## src/rtl/jfhp_pkg.sv

```systemverilog
// Package: types, marker constants and component tables of the JPEG frame header parser.
`default_nettype none

package jfhp_pkg;

  typedef enum logic [2:0] {
    PH_SOI0,
    PH_SOI1,
    PH_PFX,
    PH_CODE,
    PH_LENH,
    PH_LENL,
    PH_BODY,
    PH_IDLE
  } phase_e;

  typedef enum logic [2:0] {
    ST_OK          = 3'd0,
    ST_NO_SOI      = 3'd1,
    ST_BAD_MARKER  = 3'd2,
    ST_UNSUP_FRAME = 3'd3,
    ST_UNSUP_COMP  = 3'd4
  } status_e;

  typedef enum logic [1:0] {
    FMT_GRAY = 2'd0,
    FMT_NV16 = 2'd1,
    FMT_NV12 = 2'd2
  } pixel_format_e;

  localparam logic [7:0] MarkerPrefix = 8'hFF;
  localparam logic [7:0] SoiCode      = 8'hD8;
  localparam logic [7:0] Sof0Code     = 8'hC0;
  localparam logic [7:0] SosCode      = 8'hDA;
  localparam logic [7:0] Precision8   = 8'd8;
  localparam logic [7:0] Samp422      = 8'h21;
  localparam logic [7:0] Samp420      = 8'h22;

  localparam int unsigned ResultW  = 3 + 16 + 16 + 2 + 16;
  localparam int unsigned ResultTw = ((ResultW + 7) / 8) * 8;

  // Result fields, highest first on the bus.
  typedef struct packed {
    logic [15:0] header_length;
    logic [1:0]  pixel_format;
    logic [15:0] height;
    logic [15:0] width;
    logic [2:0]  status;
  } result_t;

  // Expected component bytes of a gray frame, indexed from body byte 6.
  function automatic logic [7:0] gray_byte(input logic [1:0] idx);
    logic [7:0] val;
    case (idx)
      2'd0:    val = 8'h01;
      2'd1:    val = 8'h11;
      default: val = 8'h00;
    endcase
    return val;
  endfunction

  // Expected component bytes of a 3-component frame; index 1 (luma sampling) is unused.
  function automatic logic [7:0] color_byte(input logic [3:0] idx);
    logic [7:0] val;
    case (idx)
      4'd0:    val = 8'h01;
      4'd3:    val = 8'h02;
      4'd4:    val = 8'h11;
      4'd5:    val = 8'h01;
      4'd6:    val = 8'h03;
      4'd7:    val = 8'h11;
      4'd8:    val = 8'h01;
      default: val = 8'h00;
    endcase
    return val;
  endfunction

endpackage

`default_nettype wire

```

## src/rtl/jpeg_frame_header_parser.sv

```systemverilog
// Top level: byte-serial JPEG header parser (SOI, segments, SOF0, SOS) with a result register.
`default_nettype none

// Takes one header byte per cycle on the slave stream; tuser marks byte 0 of a new image and
// restarts the parser. Each byte is handled in the cycle it is accepted, updating the parse
// state, and a finished result (one per image, at the last SOS byte or at the first error)
// goes into a single output register. Throughput is one byte per clock; input tready drops
// only while that output register holds a result the master side has not taken. Bytes after
// a result are absorbed and ignored until the next image start. After reset the next byte is
// treated as byte 0 of an image.
module jpeg_frame_header_parser (
  input  wire logic                           clk_i,
  input  wire logic                           rst_ni,
  input  wire logic                           s_axis_tvalid_i,
  output      logic                           s_axis_tready_o,
  input  wire logic [7:0]                     s_axis_tdata_i,  // [7:0] data_byte
  input  wire logic                           s_axis_tuser_i,  // [0] first
  output      logic                           m_axis_tvalid_o,
  input  wire logic                           m_axis_tready_i,
  // [2:0] status, [18:3] width, [34:19] height, [36:35] pixel_format,
  // [52:37] header_length, [55:53] zero
  output      logic [jfhp_pkg::ResultTw-1:0]  m_axis_tdata_o
);

  import jfhp_pkg::*;

  phase_e      phase_q, phase_d, ph_e;
  logic [15:0] seg_off_q, seg_off_d, seg_off_e;
  logic [15:0] seg_len_q, seg_len_d, seg_len_e;
  logic [7:0]  marker_q, marker_d, marker_e;
  logic [15:0] total_q, total_d, total_e;
  logic [15:0] width_q, width_d, width_e;
  logic [15:0] height_q, height_d, height_e;
  logic [7:0]  comp_cnt_q, comp_cnt_d, comp_cnt_e;
  logic [7:0]  luma_q, luma_d, luma_e;
  logic        match_q, match_d, match_e;
  logic [1:0]  fmt_q, fmt_d, fmt_e;

  logic        s_fire;
  logic [7:0]  b;
  logic        active;
  logic        is_c0;
  logic        len_ok;
  logic [15:0] body_len;
  logic [15:0] off_inc;
  logic        seg_done;
  logic        decided;
  logic        emit;
  status_e     status;

  logic        m_valid_q;
  result_t     m_data_q;

  assign s_axis_tready_o = !m_valid_q || m_axis_tready_i;
  assign s_fire          = s_axis_tvalid_i && s_axis_tready_o;
  assign b               = s_axis_tdata_i;

  // Image start overrides the stored state with the cleared image state.
  always_comb begin
    if (s_axis_tuser_i) begin
      ph_e       = PH_SOI0;
      seg_off_e  = '0;
      seg_len_e  = '0;
      marker_e   = '0;
      total_e    = '0;
      width_e    = '0;
      height_e   = '0;
      comp_cnt_e = '0;
      luma_e     = '0;
      match_e    = 1'b1;
      fmt_e      = FMT_GRAY;
    end else begin
      ph_e       = phase_q;
      seg_off_e  = seg_off_q;
      seg_len_e  = seg_len_q;
      marker_e   = marker_q;
      total_e    = total_q;
      width_e    = width_q;
      height_e   = height_q;
      comp_cnt_e = comp_cnt_q;
      luma_e     = luma_q;
      match_e    = match_q;
      fmt_e      = fmt_q;
    end
  end

  assign active   = (ph_e != PH_IDLE);
  assign is_c0    = (marker_e == Sof0Code);
  assign len_ok   = (seg_len_d >= 16'd2);
  assign body_len = seg_len_d - 16'd2;
  assign off_inc  = seg_off_e + 16'd1;
  assign seg_done = (off_inc >= body_len);
  assign decided  = ((comp_cnt_d == 8'd1) && (body_len >= 16'd9)) ||
                    ((comp_cnt_d == 8'd3) && (body_len >= 16'd15));

  // Datapath: field and counter updates for one byte.
  always_comb begin
    seg_off_d  = seg_off_e;
    seg_len_d  = seg_len_e;
    marker_d   = marker_e;
    total_d    = active ? total_e + 16'd1 : total_e;
    width_d    = width_e;
    height_d   = height_e;
    comp_cnt_d = comp_cnt_e;
    luma_d     = luma_e;
    match_d    = match_e;
    fmt_d      = fmt_e;
    case (ph_e)
      PH_CODE: marker_d = b;
      PH_LENH: seg_len_d = {b, 8'h00};
      PH_LENL: begin
        seg_len_d = {seg_len_e[15:8], b};
        if (seg_len_d >= 16'd2) begin
          seg_off_d = '0;
          if (is_c0) begin
            comp_cnt_d = '0;
            luma_d     = '0;
            match_d    = 1'b1;
          end
        end
      end
      PH_BODY: begin
        seg_off_d = off_inc;
        if (is_c0) begin
          case (seg_off_e)
            16'd0: ;
            16'd1: height_d = {b, 8'h00};
            16'd2: height_d = {height_e[15:8], b};
            16'd3: width_d  = {b, 8'h00};
            16'd4: width_d  = {width_e[15:8], b};
            16'd5: comp_cnt_d = b;
            default: begin
              if (comp_cnt_e == 8'd1) begin
                if (seg_off_e <= 16'd8) begin
                  if (b != gray_byte(2'(seg_off_e - 16'd6))) match_d = 1'b0;
                  if (seg_off_e == 16'd8) fmt_d = FMT_GRAY;
                end
              end else if (seg_off_e <= 16'd14) begin
                if (seg_off_e == 16'd7) begin
                  luma_d = b;
                end else if (b != color_byte(4'(seg_off_e - 16'd6))) begin
                  match_d = 1'b0;
                end
                if (seg_off_e == 16'd14) begin
                  if (luma_e == Samp422)      fmt_d = FMT_NV16;
                  else if (luma_e == Samp420) fmt_d = FMT_NV12;
                end
              end
            end
          endcase
        end
      end
      default: ;
    endcase
  end

  // Result decision for one byte.
  always_comb begin
    emit   = 1'b0;
    status = ST_OK;
    unique case (ph_e)
      PH_SOI0: if (b != MarkerPrefix) begin emit = 1'b1; status = ST_NO_SOI; end
      PH_SOI1: if (b != SoiCode)      begin emit = 1'b1; status = ST_NO_SOI; end
      PH_PFX:  if (b != MarkerPrefix) begin emit = 1'b1; status = ST_BAD_MARKER; end
      PH_LENL: begin
        if (!len_ok) begin
          emit   = 1'b1;
          status = ST_BAD_MARKER;
        end else if (seg_len_d == 16'd2) begin
          if (marker_d == SosCode) begin
            emit = 1'b1;
          end else if (is_c0 && !decided) begin
            emit   = 1'b1;
            status = ST_UNSUP_FRAME;
          end
        end
      end
      PH_BODY: begin
        if (is_c0 && seg_off_e == 16'd0 && b != Precision8) begin
          emit   = 1'b1;
          status = ST_UNSUP_FRAME;
        end else if (is_c0 && seg_off_e == 16'd5 && b != 8'd1 && b != 8'd3) begin
          emit   = 1'b1;
          status = ST_UNSUP_COMP;
        end else if (is_c0 && comp_cnt_e == 8'd1 && seg_off_e == 16'd8 && !match_d) begin
          emit   = 1'b1;
          status = ST_UNSUP_FRAME;
        end else if (is_c0 && comp_cnt_e != 8'd1 && seg_off_e == 16'd14 &&
                     (!match_d || (luma_e != Samp422 && luma_e != Samp420))) begin
          emit   = 1'b1;
          status = ST_UNSUP_FRAME;
        end else if (seg_done) begin
          if (marker_d == SosCode) begin
            emit = 1'b1;
          end else if (is_c0 && !decided) begin
            emit   = 1'b1;
            status = ST_UNSUP_FRAME;
          end
        end
      end
      PH_CODE, PH_LENH, PH_IDLE: ;
      default: ;
    endcase
  end

  // Next phase.
  always_comb begin
    phase_d = ph_e;
    if (emit) begin
      phase_d = PH_IDLE;
    end else begin
      unique case (ph_e)
        PH_SOI0: phase_d = PH_SOI1;
        PH_SOI1: phase_d = PH_PFX;
        PH_PFX:  phase_d = PH_CODE;
        PH_CODE: phase_d = PH_LENH;
        PH_LENH: phase_d = PH_LENL;
        PH_LENL: phase_d = (seg_len_d == 16'd2) ? PH_PFX : PH_BODY;
        PH_BODY: phase_d = seg_done ? PH_PFX : PH_BODY;
        PH_IDLE: phase_d = PH_IDLE;
        default: phase_d = PH_IDLE;
      endcase
    end
  end

  always_ff @(posedge clk_i or negedge rst_ni) begin
    if (!rst_ni) begin
      phase_q    <= PH_SOI0;
      seg_off_q  <= '0;
      seg_len_q  <= '0;
      marker_q   <= '0;
      total_q    <= '0;
      width_q    <= '0;
      height_q   <= '0;
      comp_cnt_q <= '0;
      luma_q     <= '0;
      match_q    <= 1'b1;
      fmt_q      <= FMT_GRAY;
    end else if (s_fire) begin
      phase_q    <= phase_d;
      seg_off_q  <= seg_off_d;
      seg_len_q  <= seg_len_d;
      marker_q   <= marker_d;
      total_q    <= total_d;
      width_q    <= width_d;
      height_q   <= height_d;
      comp_cnt_q <= comp_cnt_d;
      luma_q     <= luma_d;
      match_q    <= match_d;
      fmt_q      <= fmt_d;
    end
  end

  always_ff @(posedge clk_i or negedge rst_ni) begin
    if (!rst_ni) begin
      m_valid_q <= 1'b0;
    end else if (s_fire && emit) begin
      m_valid_q <= 1'b1;
    end else if (m_axis_tready_i) begin
      m_valid_q <= 1'b0;
    end
  end

  always_ff @(posedge clk_i) begin
    if (s_fire && emit) begin
      m_data_q.status        <= status;
      m_data_q.width         <= width_d;
      m_data_q.height        <= height_d;
      m_data_q.pixel_format  <= (status == ST_OK) ? fmt_d : FMT_GRAY;
      m_data_q.header_length <= (status == ST_OK) ? total_d : 16'd0;
    end
  end

  assign m_axis_tvalid_o = m_valid_q;
  assign m_axis_tdata_o  = {(ResultTw - ResultW)'(0), m_data_q};

`ifndef NO_ASSERTIONS
  a_stall_only_on_held_result: assert property (@(posedge clk_i) disable iff (!rst_ni)
    !s_axis_tready_o |-> (m_valid_q && !m_axis_tready_i))
    else $error("input stalled without a held result");

  a_result_from_item: assert property (@(posedge clk_i) disable iff (!rst_ni)
    (!$past(s_fire) && !$past(m_valid_q)) |-> !m_valid_q)
    else $error("result appeared without an accepted item");

  a_error_fields_zero: assert property (@(posedge clk_i) disable iff (!rst_ni)
    (m_valid_q && m_data_q.status != ST_OK) |->
      (m_data_q.pixel_format == FMT_GRAY && m_data_q.header_length == 16'd0))
    else $error("error result carries format or length");

  a_idle_after_result: assert property (@(posedge clk_i) disable iff (!rst_ni)
    (s_fire && emit) |=> (phase_q == PH_IDLE && m_valid_q))
    else $error("parser not idle after a result");
`endif

endmodule

`default_nettype wire
```

## config.mk

```make
export PLATFORM = sky130hd
export DESIGN_NAME = jpeg_frame_header_parser
export DESIGN_NICKNAME = d
export VERILOG_FILES = /design/src/rtl/jfhp_pkg.sv /design/src/rtl/jpeg_frame_header_parser.sv
export SDC_FILE = /design/constraint.sdc
export NUM_CORES = 1
export LEC_CHECK = 0
export BUFFER_PORTS_ARGS = -buffer_cell sky130_fd_sc_hd__buf_2
export CAP_MARGIN = 30
export CELL_PAD_IN_SITES_DETAIL_PLACEMENT = 2
export CELL_PAD_IN_SITES_GLOBAL_PLACEMENT = 2
export CORE_AREA = 2 2 162 180
export CTS_BUF_LIST = sky130_fd_sc_hd__clkbuf_8
export DETAILED_ROUTE_END_ITERATION = 8
export DIE_AREA = 0 0 164 182
export GPL_TIMING_DRIVEN = 0
export PLACE_DENSITY = 0.8
export RECOVER_POWER = 50
export SETUP_SLACK_MARGIN = 0.15
export SLEW_MARGIN = 20
export SYNTH_ARGS = -nofsm -noshare
export SYNTH_HDL_FRONTEND = slang
export SYNTH_SLANG_ARGS = --single-unit
```

## constraint.sdc

```tcl
create_clock -name clk_i -period 10.1 [get_ports clk_i]
set_input_delay 0.505 -clock clk_i [delete_from_list [all_inputs] [get_ports clk_i]]
set_output_delay 0.505 -clock clk_i [all_outputs]
set_load 0.01 [all_outputs]
```

Word level (Yosys, flattened, before mapping):

Index checks and enable logic that the tools add are counted.
Widths: inputs -> output; s select.

* equal/unequal tests: 41
* order comparisons: 7
* reductions and logical operators: 33
* muxes and demuxes: 100
* add/subtract/negate cells: 4

Operators with widths (count)
* $mux 8: 26
* $mux 16: 11
* $pmux 16 s2: 4
* $eq 16x2->1 const B: 3
* $eq 16x3->1 const B: 3
* $mux 3: 12
* $add 16x1->16 const B: 2
* $eq 16x4->1 const B: 2
* $ge 16x2->1 const B: 2
* $ge 16x4->1 const B: 2
* $le 16x4->1 const B: 2
* $pmux 8 s2: 2
* $mux 1: 26
* $mux 2: 13
* $pmux 3 s8: 1
* $pmux 5 s4: 1
* $logic_and 1x1->1: 17
* $eq 16x1->1 const B: 1
* $eq 4x3->1 const B: 4
* $eq 8x1->1 const B: 2
* $eq 8x6->1 const B: 2
* $eq 8x8->1 const B: 2
* $ge 16x16->1: 1
* $logic_not 16->1: 1
* other kinds (29): 43

* register bits: 164
* output and inout port bits: 58
* word-level logic and storage cells: 202
* bits of input ports: 13

Depth between registers and ports, before layout:

* word-level depth: 29
* depth in mapped cells: 25
* gate-level depth less buffers: 21

Worst setup path before layout:

Ideal clock, no wire load.

* kind: in2reg
* from: input s_axis_tuser_i
* to: register m_data_q, in the netlist m_axis_tdata_o[0], enable pin
* required time: 9619 ps
* path buffers: 6
* data arrival time: 6960 ps
* setup time: 481 ps
* slack: 2659 ps
* cell stages on the path: 22
* path through: buf_2 > buf_2 > buf_4 > clkbuf_1 > clkbuf_1 > buf_1 > a21o_1 > ha_1 > inv_1 > a21oi_1 > nand4_1 > or2_2 > nor4_1 > xnor2_1 > ha_1 > nand3_1 > o31ai_1 > a41oi_1 > nor2_1 > a31oi_1 > o31a_1 > a21oi_1

* word-level cells in the longest chain between the ends: 28
* elaborated cells between the ends (all ways): 118
* those cells by class: add/sub: 3; order compare: 7; eq/ne: 32; mux: 48; reduce/logical: 28

Ends and longest elaborated chain
* from (decl): line jpeg_frame_header_parser.sv:17 `input wire logic s_axis_tuser_i,`
* $mux 16: line jpeg_frame_header_parser.sv:60 `if (s_axis_tuser_i) begin`
* $sub 4x3->4: line jpeg_frame_header_parser.sv:141 `end else if (b != color_byte(4'(seg_off_e - 16'd6))) begin`
* $eq 4x4->1 (tied with other cells): line jfhp_pkg.sv:65 `case (idx)`
* $reduce_or 3->1 (no line) / $reduce_or 2->1 (equally long branches)
* $pmux 5 s4: line jfhp_pkg.sv:65
* $mux 8: line jpeg_frame_header_parser.sv:139 `if (seg_off_e == 16'd7) begin`
* $mux 8: line jpeg_frame_header_parser.sv:138 `end else if (seg_off_e <= 16'd14) begin`
* $mux 8: line jpeg_frame_header_parser.sv:133 `if (comp_cnt_e == 8'd1) begin`
* [... 12 more ...]
* $logic_or 1x1->1: line jpeg_frame_header_parser.sv:189 `(!match_d || (luma_e != Samp422 && luma_e != Samp420))) begin`
* $logic_and 1x1->1: line jpeg_frame_header_parser.sv:188 `end else if (is_c0 && comp_cnt_e != 8'd1 && seg_off_e == 16'd14 &&`
* $mux 1: line jpeg_frame_header_parser.sv:188
* $mux 1: line jpeg_frame_header_parser.sv:185 `end else if (is_c0 && comp_cnt_e == 8'd1 && seg_off_e == 16'd8 && !match_d) begin`
* $mux 1: line jpeg_frame_header_parser.sv:182 `end else if (is_c0 && seg_off_e == 16'd5 && b != 8'd1 && b != 8'd3) begin`
* $mux 1: line jpeg_frame_header_parser.sv:179 `if (is_c0 && seg_off_e == 16'd0 && b != Precision8) begin`
* $pmux 1 s4 *: line jpeg_frame_header_parser.sv:161 `unique case (ph_e)`
* $logic_and 1x1->1 *: line jpeg_frame_header_parser.sv:265 `if (s_fire && emit) begin`
* to (decl): line jpeg_frame_header_parser.sv:52 `result_t m_data_q;`

Every way passes the cells marked *; elsewhere a longest branch is shown, timed or not. The select of a mux whose other input is x is not followed.
A chain may end at the register's enable or synchronous reset.

Worst setup path after layout:

* from: input s_axis_tuser_i
* to: register m_data_q, in the netlist m_axis_tdata_o[19], enable pin

Same word-level chain as after synthesis.

==> flow_results.xml <==
<?xml version="1.0" encoding="UTF-8"?>
<metrics>
  <group name="sta">
    <metric name="layout_worst_path_cycle_share" unit="%">79.1</metric>
    <metric name="post_route_clock_skew" unit="ns">0.0211</metric>
    <metric name="number_of_setup_violations_in_the_final_report" unit="">0</metric>
    <metric name="timing_hold_violations_final" unit="">0</metric>
    <metric name="max-slew-margin-rel" unit="%">-129</metric>
    <metric name="period_needed" unit="ns">7.99</metric>
    <metric name="fin_hold_ws" unit="ns">0.396</metric>
    <metric name="rsz0062_at_grt" unit="">no</metric>
    <metric name="postLayoutSetupSlackWorst" unit="ns">2.11</metric>
    <metric name="setup-tns-final" unit="ns">0</metric>
    <metric name="max_freq" unit="MHz">125</metric>
    <metric name="timing_max_transition_violations_final" unit="">114</metric>
    <metric name="max_slew.worst_pin.slew" unit="ns">3.43</metric>
  </group>
  <group name="cells_and_area">
    <metric name="seqCellArea" unit="sq um">4370</metric>
    <metric name="final-instance-count-excl-fill" unit="">1542</metric>
    <metric name="mostFrequentLayoutCells" unit="">sky130_fd_sc_hd__nand2_1 (180), sky130_fd_sc_hd__dfrtp_1 (110), sky130_fd_sc_hd__clkbuf_1 (105)</metric>
    <metric name="post-route-util" unit="%">38.6</metric>
    <metric name="n_fill_cell" unit="">3210</metric>
    <metric name="areaGrowthSynthToFinish" unit="%">12.1</metric>
    <metric name="layout_commonest_cell" unit="">sky130_fd_sc_hd__nand2_1</metric>
    <metric name="antenna-diode-count" unit="">0</metric>
    <metric name="final_layout_size_suffix_gt1_share" unit="%">8.43</metric>
    <metric name="final_net_count" unit="">1194</metric>
    <metric name="multi_input_logic_area" unit="sq um">4980</metric>
  </group>
  <group name="setup_path">
    <metric name="critical_path_arrival" unit="ns">8.18</metric>
    <metric name="launch_point_of_the_worst_path" unit="">s_axis_tuser_i</metric>
    <metric name="crit-reg2reg-launch" unit="">phase_q[2]</metric>
    <metric name="ff2ff_path_depth" unit="">21</metric>
    <metric name="endpoint_kind" unit="">flop</metric>
    <metric name="criticalPathCategory" unit="">in2reg</metric>
    <metric name="required_worst_endpoint" unit="ns">10.29</metric>
    <metric name="timing.rr.end" unit="">m_axis_tdata_o[19]</metric>
    <metric name="critical_path.startpoint_type" unit="">input port</metric>
    <metric name="reg2reg_setup_slack" unit="ns">3.77</metric>
    <metric name="critical_path_peak_fanout" unit="">26</metric>
  </group>
  <group name="clock_network">
    <metric name="worstSkewPairLatency" unit="ns">0.49</metric>
    <metric name="tritoncts.num_buffers" unit="">17</metric>
    <metric name="tritoncts" unit="">built</metric>
    <metric name="ctsHtreeMaxLevel" unit="">4</metric>
    <metric name="clkTransAtPathRegs" unit="ns">0.09</metric>
    <metric name="cts_setup_buffers" unit="">0</metric>
    <metric name="cts-root-to-sink-buffers" unit="">2</metric>
    <metric name="total_clock_sinks" unit="">164</metric>
    <metric name="cts_root_buffer" unit="">sky130_fd_sc_hd__clkbuf_8</metric>
  </group>
  <group name="power_and_ir_drop">
    <metric name="ir_worst_vdd" unit="V">0.000101</metric>
    <metric name="power_density" unit="nW/um^2">157</metric>
    <metric name="power.leakage" unit="nW">4.35</metric>
  </group>
  <group name="detailed_routing">
    <metric name="drcViolationCount" unit="">0</metric>
    <metric name="maxUsedRoutingLayer" unit="">met4</metric>
    <metric name="met2_wirelength" unit="microns">18700</metric>
    <metric name="drt-met1-wl" unit="microns">15400</metric>
    <metric name="drt_pre_antenna_iters" unit="">5</metric>
    <metric name="detailroute.wirelength.met3" unit="microns">1400</metric>
    <metric name="initialDrtViolationCount" unit="">465</metric>
    <metric name="drtAntennaViolNets" unit="">0</metric>
    <metric name="finalWirelength" unit="microns">36700</metric>
    <metric name="avgViaCountPerCell" unit="">5.79</metric>
    <metric name="wl_per_cell" unit="microns">23.8</metric>
    <metric name="vias" unit="">8921</metric>
  </group>
  <group name="floorplanning">
    <metric name="core" unit="sq um">28200</metric>
    <metric name="floorplan.rows" unit="">65</metric>
    <metric name="pin_count" unit="">71</metric>
    <metric name="die_area" unit="sq um">29800</metric>
    <metric name="die-width" unit="microns">164</metric>
    <metric name="start_util" unit="%">34.5</metric>
    <metric name="die_height" unit="microns">182</metric>
  </group>
  <group name="place">
    <metric name="place.detailed.instances" unit="">1509</metric>
    <metric name="buffer_ports.inserted" unit="">63</metric>
    <metric name="post-dp-hpwl" unit="microns">26800</metric>
    <metric name="post-place-ws" unit="ns">2.10</metric>
    <metric name="gp_routability_congestion" unit="">0.911</metric>
  </group>
  <group name="yosys">
    <metric name="synth_enable_flop_cells" unit="">53</metric>
    <metric name="synth_flop_cell" unit="">sky130_fd_sc_hd__dfrtp_1</metric>
    <metric name="synthCells" unit="">1073</metric>
    <metric name="sequential_element_share_of_the_synthesized_area" unit="%">44.9</metric>
    <metric name="ys_types" unit="">79</metric>
    <metric name="syn_area" unit="sq um">9730</metric>
    <metric name="synth.ff_latch_count" unit="">164</metric>
    <metric name="synthArstFlopShare" unit="%">67.7</metric>
    <metric name="yosysWarnings" unit="">0</metric>
    <metric name="post_synth.cell_area_avg" unit="sq um">9.06</metric>
  </group>
  <group name="min_path">
    <metric name="hold_depth" unit="">3</metric>
    <metric name="worst_hold_path.endpoint" unit="">m_axis_tvalid_o</metric>
    <metric name="hp_start" unit="">s_axis_tvalid_i</metric>
    <metric name="hold_removal_path_class" unit="">in2reg</metric>
  </group>
  <group name="job">
    <metric name="drv.max_cap_violation_count" unit="">2</metric>
  </group>
  <group name="outcome">
    <metric name="failing_checks" unit="">capacitance limit, slew limit</metric>
    <metric name="outcome" unit="">finished, violations left</metric>
  </group>
  <group name="grt">
    <metric name="grt_antenna_before_repair" unit="">0</metric>
    <metric name="grt_pass1_vias" unit="">9743</metric>
    <metric name="grt_overflow" unit="">0</metric>
    <metric name="first_pass_grt_wire_length" unit="microns">57500</metric>
    <metric name="grt_use_total" unit="%">25.3</metric>
    <metric name="grt_max_degree" unit="">62</metric>
  </group>
</metrics>
[where the power goes]
part	switching (mW)	internal (mW)	total, mW
clock	0.286	0.230	0.515
combinational	0.301	0.142	0.443
sequential	0.0259	0.730	0.756
[stage by stage]
stage / cell area (sq um) / power, mW
3_5_place_dp: 10600 / 1.21
3_3_place_gp: 10500 / 1.18
4_1_cts: 11000 / 1.73
2_1_floorplan: 9730 / 1.04
5_1_grt: 10900 / 1.79
6_report: 10900 / 1.71
[flip-flops by register name, indices dropped and copies added, names as in the netlist]
| name | cells |
|---|---|
| comp_cnt_q | 8 |
| fmt_q | 2 |
| height_q | 16 |
| luma_q | 8 |
| m_axis_tdata_o | 53 |
| m_axis_tvalid_o | 1 |
| marker_q | 8 |
| match_q | 1 |
| phase_q | 3 |
| seg_len_q | 16 |
| seg_off_q | 16 |
| total_q | 16 |
| width_q | 16 |
[per-layer routing]
metal  global-route usage (%)  vias up
li1                         -     4028
met1                     31.7     4599
met2                     44.3      227
met3                     3.17       67
met4                     9.58        0
met5                        0        -
[critical path: stages]
cell                       delay (ns)
sky130_fd_sc_hd__clkbuf_1        0.30
sky130_fd_sc_hd__clkbuf_1        0.56
sky130_fd_sc_hd__buf_2           0.41
sky130_fd_sc_hd__buf_4           0.28
sky130_fd_sc_hd__clkbuf_1        0.51
sky130_fd_sc_hd__clkbuf_1        0.67
sky130_fd_sc_hd__buf_1           0.68
sky130_fd_sc_hd__a21o_1          0.18
sky130_fd_sc_hd__ha_1            0.25
sky130_fd_sc_hd__inv_1           0.11
sky130_fd_sc_hd__a21oi_1         0.31
sky130_fd_sc_hd__nand4_1         0.21
sky130_fd_sc_hd__or2_2           0.36
sky130_fd_sc_hd__nor4_1          0.35
sky130_fd_sc_hd__xnor2_1         0.12
sky130_fd_sc_hd__ha_1            0.31
sky130_fd_sc_hd__nand3_1         0.11
sky130_fd_sc_hd__o31ai_1         0.36
sky130_fd_sc_hd__a41oi_1         0.18
sky130_fd_sc_hd__nor2_1          0.20
sky130_fd_sc_hd__a31oi_1         0.10
sky130_fd_sc_hd__o31a_1          0.24
sky130_fd_sc_hd__a21oi_4         0.59
sky130_fd_sc_hd__buf_16          0.25
[cell families (layout without fill, tap and decap cells)]
| kind of cell | Yosys count | in the layout | synth area share, % |
|---|---|---|---|
| AOI/OAI and AO/OA | 247 | 247 | 16.2 |
| xor gates and xnor gates | 44 | 44 | 3.96 |
| adders and majority gates | 21 | 21 | 2.68 |
| buffers and inverters | 90 | 189 | 3.91 |
| DFF | 164 | 164 | 44.9 |
| muxes | 40 | 40 | 4.48 |
| other | 1 | 3 | 0.0386 |
| and+or+nand+nor | 466 | 466 | 23.8 |
[final cells by class]
type / instances / area share [%]
Timing Repair Buffer: 67 / 2.87
Multi-Input combinational cell: 821 / 45.7
Clock buffer: 18 / 2.27
Tap cell: 368 / 4.22
Clock inverter: 14 / 1.39
Sequential cell: 164 / 40.1
Inverter: 22 / 0.757
Buffer: 68 / 2.71
[timing repair]
action                    in CTS  in global routing
hold endpoints to repair      18                  0
resized for setup              0                  0
hold buffers                   1                  0
[worst max-delay path by stage]
stage                               endpoint  slack [ns]
after floorplan            m_axis_tdata_o[0]        2.66
after global placement    m_axis_tdata_o[20]       -0.73
after detailed placement  m_axis_tdata_o[24]        2.10
after CTS                 m_axis_tdata_o[24]        2.62
after global routing      m_axis_tdata_o[24]        1.87
final                     m_axis_tdata_o[19]        2.11
[cells in the mapped netlist, drive strengths merged, types with 7 or more instances]
library cell	count	area (sq um)
or3	10	62.6
a21o	7	52.6
mux2i	12	120
o31ai	10	75.1
a22o	15	131
dfrtp	110	2750
inv	22	82.6
nand4	18	113
xor2	11	96.3
nand2	180	676
a31oi	12	75.1
mux2	28	315
xnor2	33	289
nor2b	17	106
and3	12	75.1
o21ai	94	474
nand3	37	185
ha	20	250
nor2	92	345
a21oi	49	245
nor4	12	81.3
clkbuf	44	165
buf	24	133
nor3	19	100
edfxtp	53	1590
nand2b	19	119
No activity file was read; power rests on OpenSTA's default activity.
